## src/hw/rtl/acts_pkg.sv

```systemverilog
// ----------------------------------------------------------------------------
// Tilt and rate scaler package
// Shared constants, record types and the arctangent table of the angle cells.
// ----------------------------------------------------------------------------
package acts_pkg;

  localparam int SAMPLE_BITS   = 16;
  localparam int PRE_SHIFT     = 24 - SAMPLE_BITS;
  localparam int ANGLE_STAGES  = 16;
  localparam int ATAN_LEN      = 24;
  localparam int CORDIC_STAGES = (ANGLE_STAGES > ATAN_LEN) ? ATAN_LEN : ANGLE_STAGES;
  localparam int SQRT_STAGES   = 24;
  localparam int DIV_STAGES    = 25;
  localparam int SUM_W         = 48;
  localparam int XY_W          = 27;
  localparam int Z_W           = 24;
  localparam int NUM_W         = 25;
  localparam int DEN_W         = 15;
  localparam int REM_W         = 16;
  localparam int STEP_W        = 5;

  localparam logic [7:0] REG_GYRO_COUNTS  = 8'd0;
  localparam logic [7:0] REG_ACCEL_COUNTS = 8'd1;

  typedef struct packed {
    logic [SUM_W-1:0]        n;
    logic [SUM_W-1:0]        r;
    logic signed [Z_W-1:0]   y;
  } sqrt_t;

  typedef struct packed {
    logic signed [XY_W-1:0] x;
    logic signed [XY_W-1:0] y;
    logic signed [Z_W-1:0]  z;
    logic                   nz;
    logic                   rz;
    logic                   neg;
  } cordic_t;

  typedef struct packed {
    logic [NUM_W-1:0] n;
    logic [REM_W-1:0] r;
    logic [NUM_W-1:0] q;
    logic             neg;
  } div_t;

  typedef struct packed {
    logic [2:0][18:0] rate;
    logic [2:0][14:0] acc;
  } scaled_t;

  // Arctangent of 2^-i in units of 1/256 centidegree.
  function automatic logic signed [Z_W-1:0] atan_val(input logic [STEP_W-1:0] i);
    logic signed [Z_W-1:0] v;
    case (i)
      5'd0:    v = 24'sd1152000;
      5'd1:    v = 24'sd680065;
      5'd2:    v = 24'sd359328;
      5'd3:    v = 24'sd182400;
      5'd4:    v = 24'sd91554;
      5'd5:    v = 24'sd45822;
      5'd6:    v = 24'sd22916;
      5'd7:    v = 24'sd11459;
      5'd8:    v = 24'sd5730;
      5'd9:    v = 24'sd2865;
      5'd10:   v = 24'sd1432;
      5'd11:   v = 24'sd716;
      5'd12:   v = 24'sd358;
      5'd13:   v = 24'sd179;
      5'd14:   v = 24'sd90;
      5'd15:   v = 24'sd45;
      5'd16:   v = 24'sd22;
      5'd17:   v = 24'sd11;
      5'd18:   v = 24'sd6;
      5'd19:   v = 24'sd3;
      5'd20:   v = 24'sd1;
      5'd21:   v = 24'sd1;
      default: v = 24'sd0;
    endcase
    return v;
  endfunction

endpackage

```

## src/hw/rtl/acts_cordic_cell.sv

```systemverilog
// ----------------------------------------------------------------------------
// Vectoring cell
// One rotation step of the arctangent unit, registered.
// ----------------------------------------------------------------------------
module acts_cordic_cell (
  input  logic                              clk,
  input  logic                              en,
  input  logic [acts_pkg::STEP_W-1:0]       step,
  input  acts_pkg::cordic_t                 d_in,
  output acts_pkg::cordic_t                 d_out
);

  logic signed [acts_pkg::XY_W-1:0] dx;
  logic signed [acts_pkg::XY_W-1:0] dy;
  acts_pkg::cordic_t                nxt;

  always_comb begin
    dx  = d_in.x >>> step;
    dy  = d_in.y >>> step;
    nxt = d_in;
    if (d_in.y > 0) begin
      nxt.x = d_in.x + dy;
      nxt.y = d_in.y - dx;
      nxt.z = d_in.z + acts_pkg::atan_val(step);
    end else begin
      nxt.x = d_in.x - dy;
      nxt.y = d_in.y + dx;
      nxt.z = d_in.z - acts_pkg::atan_val(step);
    end
  end

  always_ff @(posedge clk) begin
    if (en) begin
      d_out <= nxt;
    end
  end

endmodule

```

## config.mk

```make
export PLATFORM = sky130hd
export DESIGN_NAME = acts_cordic_cell
export DESIGN_NICKNAME = d
export VERILOG_FILES = /design/src/hw/rtl/acts_pkg.sv /design/src/hw/rtl/acts_cordic_cell.sv
export SDC_FILE = /design/constraint.sdc
export NUM_CORES = 1
export LEC_CHECK = 0
export BUFFER_PORTS_ARGS = -buffer_cell sky130_fd_sc_hd__buf_2
export CAP_MARGIN = 20
export CELL_PAD_IN_SITES_DETAIL_PLACEMENT = 1
export CELL_PAD_IN_SITES_GLOBAL_PLACEMENT = 1
export CORE_MARGIN = 2
export CORE_UTILIZATION = 30
export CTS_CLUSTER_DIAMETER = 80
export CTS_CLUSTER_SIZE = 14
export DETAILED_ROUTE_END_ITERATION = 12
export PLACE_DENSITY_LB_ADDON = 0.05
export SLEW_MARGIN = 10
export SYNTH_ARGS = -nofsm -noshare
export SYNTH_HDL_FRONTEND = slang
export SYNTH_SLANG_ARGS = --single-unit
```

## constraint.sdc

```tcl
create_clock -name clk -period 13.5 [get_ports clk]
set_clock_uncertainty 0.2 [all_clocks]
set_input_delay 0 -clock clk [delete_from_list [all_inputs] [get_ports clk]]
set_output_delay 0 -clock clk [all_outputs]
set_load 0.01 [all_outputs]
```

==> results of run 1 <==
worst min-delay path by stage:
stage,slack [ns],start,cells past startpoint,end
global route,0.03,d_in[58],3,d_out[58]$_DFFE_PP_
finish,0.01,d_in[6],6,d_out[7]$_DFFE_PP_
global placement,-0.02,d_in[1],1,d_out[1]$_DFFE_PP_
floorplan,-0.10,d_in[0],0,d_out[0]$_DFFE_PP_
CTS,0.001,d_in[58],3,d_out[58]$_DFFE_PP_
detailed placement,-0.02,d_in[2],1,d_out[2]$_DFFE_PP_
per-layer routing:
layer / wire [um] / up-vias / global-route usage
met1: 19600 / 5273 / 0.300
met4: 1290 / 0 / 0.0757
li1: - / 5069 / -
met2: 20300 / 286 / 0.362
met5: 0 / - / 0
met3: 2290 / 57 / 0.0392
cell usage in the layout (no fill, tap or decap), types with 7 or more instances in the layout:
master	netlist	final
o21a_1	17	17
a21oi_1	93	93
clkbuf_16	0	9
o211ai_1	11	11
mux2_2	17	17
nor3_1	25	25
o31ai_1	11	11
ha_1	88	88
and3_1	9	9
o21ai_0	76	76
or3_1	7	7
a211oi_1	18	18
nor2_1	97	96
buf_4	3	19
mux2i_1	39	39
dlygate4sd3_1	0	31
nand2b_1	20	20
buf_2	14	166
nand3_1	35	35
nor4_1	9	9
nor2b_1	17	17
a21o_1	30	30
a31oi_1	13	13
nand2_1	104	104
xor2_1	46	46
or2_2	10	10
xnor2_1	84	84
mux4_2	55	55
inv_1	45	45
edfxtp_1	81	81
o22ai_1	9	9
power breakdown:
| group | internal [uW] | total (uW) | switching [uW] |
|---|---|---|---|
| Clock | 144 | 265 | 121 |
| Combinational | 315 | 744 | 430 |
| Sequential | 371 | 386 | 14.4 |
tightest hold or removal path, delay by kind of cell:
family | cells | cell delay [ns]
adder cells (fa/ha/maj) | 1 | 0.15
buffers and inverters | 2 | 0.14
AND/OR/NAND/NOR | 3 | 0.16
what timing repair did:
| action | CTS | global route |
|---|---|---|
| endpoints found under the hold margin | 28 | 20 |
| setup endpoints to repair | 0 | 0 |
| resized for setup | 0 | 0 |
| hold buffers | 30 | 1 |
cells by family after synthesis:
group,Yosys count
mux,116
simple gates,362
buf+inv,110
compound gates,357
fa+ha+maj,91
flops,81
xor+xnor,131
through the flow:
stage | instance area, sq um | setup WS (ns)
after floorplan | 11300 | 7.81
after global placement | 12600 | 6.67
after detailed placement | 12600 | 6.60
after CTS | 13200 | 6.74
after global routing | 13300 | 6.07
final | 13300 | 6.84
synthesized netlist by cell type, types with 7 or more instances:
| master | count | share of area |
|---|---|---|
| o211ai_1 | 11 | 0.0073 |
| o21ai_0 | 76 | 0.034 |
| o31ai_1 | 11 | 0.0073 |
| a211oi_1 | 18 | 0.012 |
| nand3_1 | 35 | 0.015 |
| buf_6 | 7 | 0.0070 |
| buf_2 | 14 | 0.0062 |
| xnor2_1 | 84 | 0.065 |
| buf_1 | 7 | 0.0023 |
| mux2_2 | 17 | 0.017 |
| xor2_1 | 46 | 0.036 |
| a21o_1 | 30 | 0.020 |
| mux2i_1 | 39 | 0.034 |
| o22ai_1 | 9 | 0.0050 |
| ha_1 | 88 | 0.097 |
| a31oi_1 | 13 | 0.0072 |
| a21oi_1 | 93 | 0.041 |
| nand2b_1 | 20 | 0.011 |
| inv_1 | 45 | 0.015 |
| edfxtp_1 | 81 | 0.21 |
| mux4_2 | 55 | 0.11 |
| nor2b_1 | 17 | 0.0094 |
| nand2_1 | 104 | 0.034 |
| or2_2 | 10 | 0.0055 |
| nor2_1 | 97 | 0.032 |
| nor4_1 | 9 | 0.0050 |
| and3_1 | 9 | 0.0050 |
| clkbuf_1 | 32 | 0.011 |
| o21a_1 | 17 | 0.011 |
| or3_1 | 7 | 0.0039 |
| nor3_1 | 25 | 0.011 |
final cells by class:
type                    instances  area [sq um]
flip-flops and latches         81          2430
repair buffers                218          1320
clock buffers                  10           229
well taps                     511           639
multi-input cells            1057          8390
inverters                      47           176
fillers                      4370         24100
clock inverters                 6          65.1
==> out/summary.txt, run 1 <==
CELLS AND AREA
-------------------------------------------------------------------------------------
Share of cells above drive strength 1                                           0.219
Antenna Cells                                                                       0
Layout area overhead                                                            17.1%
Finished Layout Cells                                                           1,930
Final core occ                                                                  0.354
Register with the most flip-flops                                               d_out
Flip-flop count of the largest register after layout                               81
# nets final                                                                    1,593
Leading registers by flop count                                             d_out x81

FLOORPLANNING
-------------------------------------------------------------------------------------
Standard-cell rows                                                                 71
Width of the die                                                               198 um
# IOs                                                                             169
Die Height                                                                     198 um
Area enclosed by the die boundary                                        39,300 sq um
Initial Utilization                                                             0.303
Std-Cell Core Area                                                       37,400 sq um

TIMING
-------------------------------------------------------------------------------------
Slew at the pin closest to its max-slew limit                                 1.03 ns
Rel. slew slack                                                                 0.309
Final Slew Violations                                                               0
Final setup vio count                                                               0
Worst hold margin                                                          0.00986 ns
RSZ-0062 raised after global routing                                               no
Fmax                                                                          150 MHz
Setup TNS                                                                        0 ns
Post-route fraction of the period consumed by the critical path                 0.493
Post-layout min period                                                        6.66 ns
Endpoints failing hold                                                              0

WORST SETUP PATH
-------------------------------------------------------------------------------------
Highest fanout seen on the critical path                                           61
Slowest cell on the critical path                                               buf_4
Data arrival, critical path                                                   6.59 ns
Startpoint of the most critical setup path                                    step[0]
Count of cell instances traversed by the critical path                             23
Capturing element type of the critical path                                  register
Buffers and inverters on the worst path                                             4
Crit start category                                                        input port
Worst Path Required                                                          13.43 ns
Critical path class                                                      input port to register
Largest stage delay on the critical path                                      0.74 ns
Endpoint of the most critical setup path                                 d_out[26]$_DFFE_PP_
Critical path cell sequence                                              buf_4, buf_4, inv_1, ha_1, nor2b_1, o21ai_0, a21oi_1, a31oi_1, and3_1, nand4_1, and2_1, xor2_1, ha_1, nand3_1, a211oi_1, o31a_1, o31ai_1, a2111oi_0, nor3_1, o31ai_1, a21oi_1, xnor2_1, dlygate4sd3_1
Top delay family on crit path                                            compound AO/OA/AOI/OAI gates

YOSYS
-------------------------------------------------------------------------------------
Parity-gate share of the synthesized area counting xor and xnor cells           0.103
Multiplexer fraction of the synthesized cell area                               0.172
Share of async-settable or async-resettable flops after synthesis                   0
Share of the yosys chip area belonging to registers                             0.215
Synth Area in Adders                                                            0.103
Total of warnings raised by yosys                                                   0
Average size of a mapped cell                                              9.07 sq um
Post-synthesis simple-gate area fraction                                        0.156
Yosys cell types                                                                   85
Main combinational cell family by area after synthesis                   compound AO/OA/AOI/OAI gates
Number of cells produced by synthesis                                           1,248
Netlist area before placement                                            11,300 sq um
Most used DFF post-synth                                                     edfxtp_1
Register bit total from synthesis                                                  81
Net count after synthesis                                                       1,427
Number of enable flip-flop cells after synthesis                                   81
Post-synthesis compound-gate area fraction                                      0.208

CLOCK TREE
-------------------------------------------------------------------------------------
Number of buffers created by CTS                                                    9
Clock-pin slew on the worst setup and hold paths                              0.07 ns
TritonCTS Sinks                                                                    81
Clock tree from TritonCTS                                                       built
Number of buffers on the longest clock path                                         2
Level count of the clock H-tree                                                     3
Post-CTS repair timing setup buffer count                                           0
Master cell of the clock root buffer                                        clkbuf_16

RUN
-------------------------------------------------------------------------------------
Maximum capacitance violations                                                      0

PLACEMENT
-------------------------------------------------------------------------------------
Number of placed instances with taps included                                   1,881
Number of port buffers                                                            168
Last weighted congestion value of the routability-driven placer                 0.833
HPWL Detailed                                                                 33.3 mm

GLOBAL ROUTE
-------------------------------------------------------------------------------------
GRT Overall Usage                                                               0.224
Wire length of the first global-routing pass                                  66.3 mm
Global route overflow                                                               0
Pin count of the biggest net entering global routing                               82
Number of antenna violations at the first check in global routing                   0
Via count of the first global-routing pass                                     10,700

ROUTE
-------------------------------------------------------------------------------------
Wire length per cell                                                          22.5 um
Detailed-route via count                                                       10,700
Final Routed Wirelength                                                       43.5 mm
Residual DRC                                                                        0
Remaining antenna violation count                                                   0
Count of TritonRoute iterations in the first routing pass                           7
Count of routing violations after the opening detailed-route iteration            698
DR vias/cell                                                                     5.54

POWER
-------------------------------------------------------------------------------------
Leak pwr                                                                   0.00537 uW
PnR Total Power                                                               1400 uW
Power per standard cell area                                              105 nW/um^2
Maximum resistive drop on vdd                                               0.0655 mV

RUN STATUS
-------------------------------------------------------------------------------------
Result of the run                                                        finished, final reports clean

HOLD PATH
-------------------------------------------------------------------------------------
Hold/Removal Path Class                                                  input port to register

No activity file was read; power rests on OpenSTA's default activity.
==> run 2: changes to the inputs <==
==> constraint.sdc (replaced) <==
create_clock -name clk -period 6.29 [get_ports clk]
set_clock_uncertainty 0.2 [all_clocks]
set_input_delay 0 -clock clk [delete_from_list [all_inputs] [get_ports clk]]
set_output_delay 0 -clock clk [all_outputs]
set_load 0.01 [all_outputs]
==> out/summary.txt, run 2 (same netlist as run 1, synthesis figures left out) <==
POWER
-------------------------------------------------------------------------------------
Clock Power Share                                                               0.185   -0.005
Leak pwr                                                                   0.00575 uW   +7.1%
Power per standard cell area                                              223 nW/um^2   +110%
Portion of total power attributed to combinational logic                        0.548   +0.014
NetSw                                                                         1230 uW   +120%
Maximum resistive drop on vdd                                                0.159 mV   +140%
Int Pwr                                                                       1860 uW   +120%
PnR Total Power                                                               3090 uW   +120%
Seq pwr share                                                                   0.267   -0.009
Switching Fraction                                                              0.399   -0.00606

CLOCK TREE
-------------------------------------------------------------------------------------
Number of buffers created by CTS                                                    9   unchanged
TritonCTS Sinks                                                                    81   unchanged
Master cell of the clock root buffer                                        clkbuf_16
Clock tree from TritonCTS                                                       built
Post-CTS repair timing setup buffer count                                           0   unchanged
Clock-pin slew on the worst setup and hold paths                              0.07 ns   about the same
Number of buffers on the longest clock path                                         2   unchanged
Level count of the clock H-tree                                                     3   unchanged

TIMING
-------------------------------------------------------------------------------------
Setup TNS                                                                        0 ns   unchanged
Setup slack of the critical path after layout                                0.542 ns   -6.30 ns
Fmax                                                                          174 MHz
Final setup vio count                                                               0   unchanged
Endpoints failing hold                                                              0   unchanged
Final Slew Violations                                                               0   unchanged
Slew at the pin closest to its max-slew limit                                 1.12 ns   +0.0954 ns
Post-layout min period                                                        5.75 ns
Post-route fraction of the period consumed by the critical path                 0.914
Rel. slew slack                                                                 0.247   -0.0621
RSZ-0062 raised after global routing                                               no

PLACEMENT
-------------------------------------------------------------------------------------
Number of port buffers                                                            168   unchanged
Last weighted congestion value of the routability-driven placer                 0.884   +6.2%
HPWL Detailed                                                                 34.7 mm   +4.2%
Number of placed instances with taps included                                   1,951   +3.7%
Worst setup timing slack at the placement stage                              0.360 ns   -6.24 ns

CELLS AND AREA
-------------------------------------------------------------------------------------
Flip-flop count of the largest register after layout                               81   unchanged
Layout area overhead                                                            22.7%
Finished Layout Cells                                                           2,006   +3.9%
Most common cell after layout, fill and taps aside                              buf_2
Share of cells above drive strength 1                                           0.254   +0.0350
Leading registers by flop count                                             d_out x81
Most frequent cells in the layout                                        buf_2, nand2_1, nor2_1
Register with the most flip-flops                                               d_out
# nets final                                                                    1,669   +4.8%
Antenna Cells                                                                       0   unchanged

ROUTE
-------------------------------------------------------------------------------------
Remaining antenna violation count                                                   0   unchanged
Count of TritonRoute iterations in the first routing pass                           5   -2
DR vias/cell                                                                     5.50   -0.69%
Count of routing violations after the opening detailed-route iteration            789   +13%
Residual DRC                                                                        0   unchanged
Detailed-route via count                                                       11,000   +3.2%
Wire length per cell                                                          22.2 um   -1.6%
Final Routed Wirelength                                                       44.5 mm   +2.3%

FLOORPLANNING
-------------------------------------------------------------------------------------
Initial Utilization                                                             0.303   unchanged
# IOs                                                                             169   unchanged
Die Height                                                                     198 um   unchanged
Standard-cell rows                                                                 71   unchanged
Width of the die                                                               198 um   unchanged
Std-Cell Core Area                                                       37,400 sq um   unchanged
Area enclosed by the die boundary                                        39,300 sq um   unchanged

RUN
-------------------------------------------------------------------------------------
Maximum capacitance violations                                                      0   unchanged

WORST SETUP PATH
-------------------------------------------------------------------------------------
Critical path class                                                      input port to register
Crit start category                                                        input port
Worst Path Required                                                           6.24 ns   -7.19 ns
Highest fanout seen on the critical path                                           11   -82%
Data arrival, critical path                                                   5.70 ns   -0.89 ns
Capturing element type of the critical path                                  register

HOLD PATH
-------------------------------------------------------------------------------------
Hold/Removal Path Class                                                  input port to register

RUN STATUS
-------------------------------------------------------------------------------------
Result of the run                                                        finished, final reports clean

GLOBAL ROUTE
-------------------------------------------------------------------------------------
Via count of the first global-routing pass                                     11,200   +4.8%
Number of antenna violations at the first check in global routing                   0   unchanged
Global route overflow                                                               0   unchanged
GRT Overall Usage                                                               0.231   +0.00726
Wire length of the first global-routing pass                                  68.2 mm   +2.9%
Pin count of the biggest net entering global routing                               82   unchanged

==> run 2: cell types whose count changed in the layout (fill, tap and decap cells not counted), moves of 2 or more <==
cell and change:
clkinv_1 +2, dlygate4sd3_1 +7, buf_12 +3, buf_4 +68
==> run 2: cell type report <==
class,count,area (sq um)
fill,4374,23500
multi-input combinational,1057,8390
sequential,81,2430
timing repair buffer,294,1950
tap,511,639
clock buffer,9,225
inverter,47,176
clock inverter,7,67.6
==> run 2: what timing repair did <==
action,4_1_cts,5_1_grt
setup endpoints to repair,0,2
hold buffers,37,1
hold endpoints to repair,32,19
resized for setup,0,1
==> run 2: power groups by stage <==
stage                     logic [uW]  clock network (uW)  registers (uW)
after floorplan                  993                   0             923
after global placement          1650                   0             839
after detailed placement        1660                   0             841
after CTS                       1710                 599             831
after global routing            1880                 610             844
final                           1690                 573             827
==> run 2: worst paths after layout <==
path	start	to	slack, ns	depth (start not counted)
max	d_in[28]	d_out[26]$_DFFE_PP_	0.54	22
min	d_in[66]	d_out[66]$_DFFE_PP_	0.03	3
==> run 2: metrics by stage <==
step | area [sq um] | hold slack [ns] | utilization
floorplan | 11300 | -0.101 | -
global placement | 13200 | -0.0232 | 0.352
detailed placement | 13200 | -0.0217 | 0.352
CTS | 13800 | 0.0119 | 0.370
global route | 13900 | 0.0576 | 0.371
finish | 13900 | 0.0277 | 0.371
==> run 2: layer usage <==
layer | vias to the layer above | global-route usage | wire length (um)
met2 | 305 | 0.382 | 21000
met4 | 0 | 0.0802 | 1060
li1 | 5235 | - | -
met5 | - | 0 | 0
met3 | 44 | 0.0332 | 2230
met1 | 5445 | 0.307 | 20200
==> run 2: worst max-delay path, cell delays in order <==
cell,delay (ns)
dlygate4sd3_1,0.53
buf_2,0.19
nor4_1,0.32
nand4_1,0.26
or2_2,0.44
nand2_2,0.31
buf_4,0.25
nor2_1,0.06
xor2_1,0.15
ha_1,0.37
o21a_1,0.15
o31ai_1,0.08
buf_4,0.15
a211oi_1,0.29
o31a_1,0.24
o31ai_1,0.10
a2111oi_0,0.54
nor3_1,0.20
o31ai_1,0.29
a21oi_1,0.12
xnor2_1,0.12
dlygate4sd3_1,0.55
==> run 3: changes to the inputs <==
==> constraint.sdc (replaced) <==
create_clock -name clk -period 7.32 [get_ports clk]
set_clock_uncertainty 0.2 [all_clocks]
set_input_delay 0 -clock clk [delete_from_list [all_inputs] [get_ports clk]]
set_output_delay 0 -clock clk [all_outputs]
set_load 0.01 [all_outputs]
==> out/summary.txt, run 3 (same netlist as run 1, synthesis figures left out) <==
RUN STATUS
-------------------------------------------------------------------------------------
Result of the run                                                        finished, final reports clean

GLOBAL ROUTE
-------------------------------------------------------------------------------------
Global routing usage on met3                                                   0.0353   +0.00204
Via count of the first global-routing pass                                     11,100   -1.5%
Most used routing layer in global routing                                        met2
Global route overflow                                                               0   unchanged
Global Route met2 Usage                                                         0.375   -0.00689
Number of antenna violations at the first check in global routing                   1   +1
Met1 global-route usage                                                         0.300   -0.00675
GRT Overall Usage                                                               0.226   -0.00498
Wire length of the first global-routing pass                                  67.2 mm   -1.4%
Pin count of the biggest net entering global routing                               82   unchanged

TIMING
-------------------------------------------------------------------------------------
Worst hold margin                                                           0.0169 ns   -0.0108 ns
Rel. slew slack                                                                 0.343   +0.0960
RSZ-0062 raised after global routing                                               no
Post-route fraction of the period consumed by the critical path                 0.872
Final Slew Violations                                                               0   unchanged
Setup TNS                                                                        0 ns   unchanged
Final setup vio count                                                               0   unchanged
Post-layout min period                                                        6.38 ns
Endpoints failing hold                                                              0   unchanged
Slew at the pin closest to its max-slew limit                                0.981 ns   -0.140 ns
Fmax                                                                          157 MHz

CLOCK TREE
-------------------------------------------------------------------------------------
Post-CTS repair timing setup buffer count                                           0   unchanged
Clock tree from TritonCTS                                                       built
Number of buffers created by CTS                                                    9   unchanged
Number of buffers added to fix hold violations after cts                           30   -19%
Number of buffers on the longest clock path                                         2   unchanged
Level count of the clock H-tree                                                     3   unchanged
Master cell of the clock root buffer                                        clkbuf_16
Post-cts repair resize count                                                        0   unchanged
TritonCTS Sinks                                                                    81   unchanged
Clock-pin slew on the worst setup and hold paths                              0.07 ns   about the same

CELLS AND AREA
-------------------------------------------------------------------------------------
Leading registers by flop count                                             d_out x81
Layout area overhead                                                            18.6%
Register with the most flip-flops                                               d_out
Non-Filler Cell Area, Final                                              13,400 sq um   -3.3%
Most common cell after layout, fill and taps aside                              buf_2
Flip-flop count of the largest register after layout                               81   unchanged
Share of cells above drive strength 1                                           0.229   -0.0249
# nets final                                                                    1,610   -3.5%
Antenna Cells                                                                       0   unchanged
Most frequent cells in the layout                                        buf_2, nand2_1, nor2_1

ROUTE
-------------------------------------------------------------------------------------
Wire length per cell                                                          22.5 um   +1.7%
Count of TritonRoute iterations in the first routing pass                           5   unchanged
Final Routed Wirelength                                                       43.9 mm   -1.4%
Detailed-route via count                                                       10,700   -2.9%
Count of routing violations after the opening detailed-route iteration            727   -7.9%
Remaining antenna violation count                                                   0   unchanged
DR vias/cell                                                                     5.50   about the same
Residual DRC                                                                        0   unchanged

HOLD PATH
-------------------------------------------------------------------------------------
Worst hold path stage count                                                         3   unchanged
Hold Startpoint                                                              d_in[19]
Hold/Removal Path Class                                                  input port to register
Capture endpoint of the worst hold path                                  d_out[19]$_DFFE_PP_

FLOORPLANNING
-------------------------------------------------------------------------------------
Width of the die                                                               198 um   unchanged
# IOs                                                                             169   unchanged
Std-Cell Core Area                                                       37,400 sq um   unchanged
Area enclosed by the die boundary                                        39,300 sq um   unchanged
Initial Utilization                                                             0.303   unchanged
Die Height                                                                     198 um   unchanged
Standard-cell rows                                                                 71   unchanged

WORST SETUP PATH
-------------------------------------------------------------------------------------
Crit start category                                                        input port
Capturing element type of the critical path                                  register
Most numerous cell on the critical path                                       o31ai_1
Worst Path Required                                                           7.24 ns   +1.00 ns
Top delay family on crit path                                            simple AND/OR/NAND/NOR gates
Highest fanout seen on the critical path                                           23   +12
Largest stage delay on the critical path                                      0.55 ns   about the same
Critical path class                                                      input port to register
Buffers and inverters on the worst path                                             4   -1
Slowest cell on the critical path                                        dlygate4sd3_1
Critical path cell sequence                                              dlygate4sd3_1, buf_2, nor4_1, nand4_1, or2_2, nand2_1, buf_4, nand2_1, o21ai_0, ha_1, nor2b_1, o31ai_1, a211oi_1, o31a_1, o31ai_1, a2111oi_0, nor3_1, o31ai_1, a21oi_1, xnor2_1, dlygate4sd3_1
Data arrival, critical path                                                   6.30 ns   +0.60 ns

PLACEMENT
-------------------------------------------------------------------------------------
HPWL Detailed                                                                 34.3 mm   -1.0%
Last weighted congestion value of the routability-driven placer                 0.872   -1.4%
Number of port buffers                                                            168   unchanged
Post-detailed-placement cell area                                        12,800 sq um   -3.1%

POWER
-------------------------------------------------------------------------------------
Maximum resistive drop on vdd                                                0.123 mV   -22%
Power per standard cell area                                              195 nW/um^2   -12%
PnR Total Power                                                               2620 uW   -15%
Leak pwr                                                                   0.00547 uW   -4.9%

RUN
-------------------------------------------------------------------------------------
Maximum capacitance violations                                                      0   unchanged

-- run 3: report_power, final --
group	switching, uW	internal, uW	total, uW
combinational	794	594	1390
clock	227	299	526
sequential	24.8	684	709
-- run 3: metal layers --
metal,vias up,routed length (um)
met3,54,1830
li1,5111,-
met5,-,0
met1,5273,20300
met2,271,20500
met4,0,1160
-- run 3: worst max-delay path by stage --
stage	cells after the start	slack, ns	end	startpoint
floorplan	24	1.63	d_out[53]$_DFFE_PP_	step[0]
global placement	21	1.11	d_out[80]$_DFFE_PP_	step[0]
detailed placement	21	0.99	d_out[80]$_DFFE_PP_	step[0]
CTS	21	0.92	d_out[26]$_DFFE_PP_	d_in[28]
global route	21	0.44	d_out[26]$_DFFE_PP_	d_in[28]
finish	21	0.94	d_out[26]$_DFFE_PP_	d_in[28]
-- run 3: cell type report --
class	instances	area, sq um
clock buffers	9	225
flip-flops and latches	81	2430
clock inverters	6	90.1
inverters	47	176
multi-input cells	1057	8400
repair buffers	235	1460
fillers	4414	24000
well taps	511	639
-- run 3: tightest hold or removal path: cells and delay by family --
family	cells	cell delay [ns]
xor+xnor	1	0.14
fa+ha+maj	1	0.24
buf+inv	1	0.10
-- run 3: per-stage QoR --
stage | instances | setup WS [ns] | utilization
6_report | 1946 | 0.938 | 0.359
2_1_floorplan | 1248 | 1.63 | -
3_5_place_dp | 1899 | 0.989 | 0.341
3_3_place_gp | 1898 | 1.11 | 0.341
4_1_cts | 1944 | 0.918 | 0.358
5_1_grt | 1946 | 0.438 | 0.359
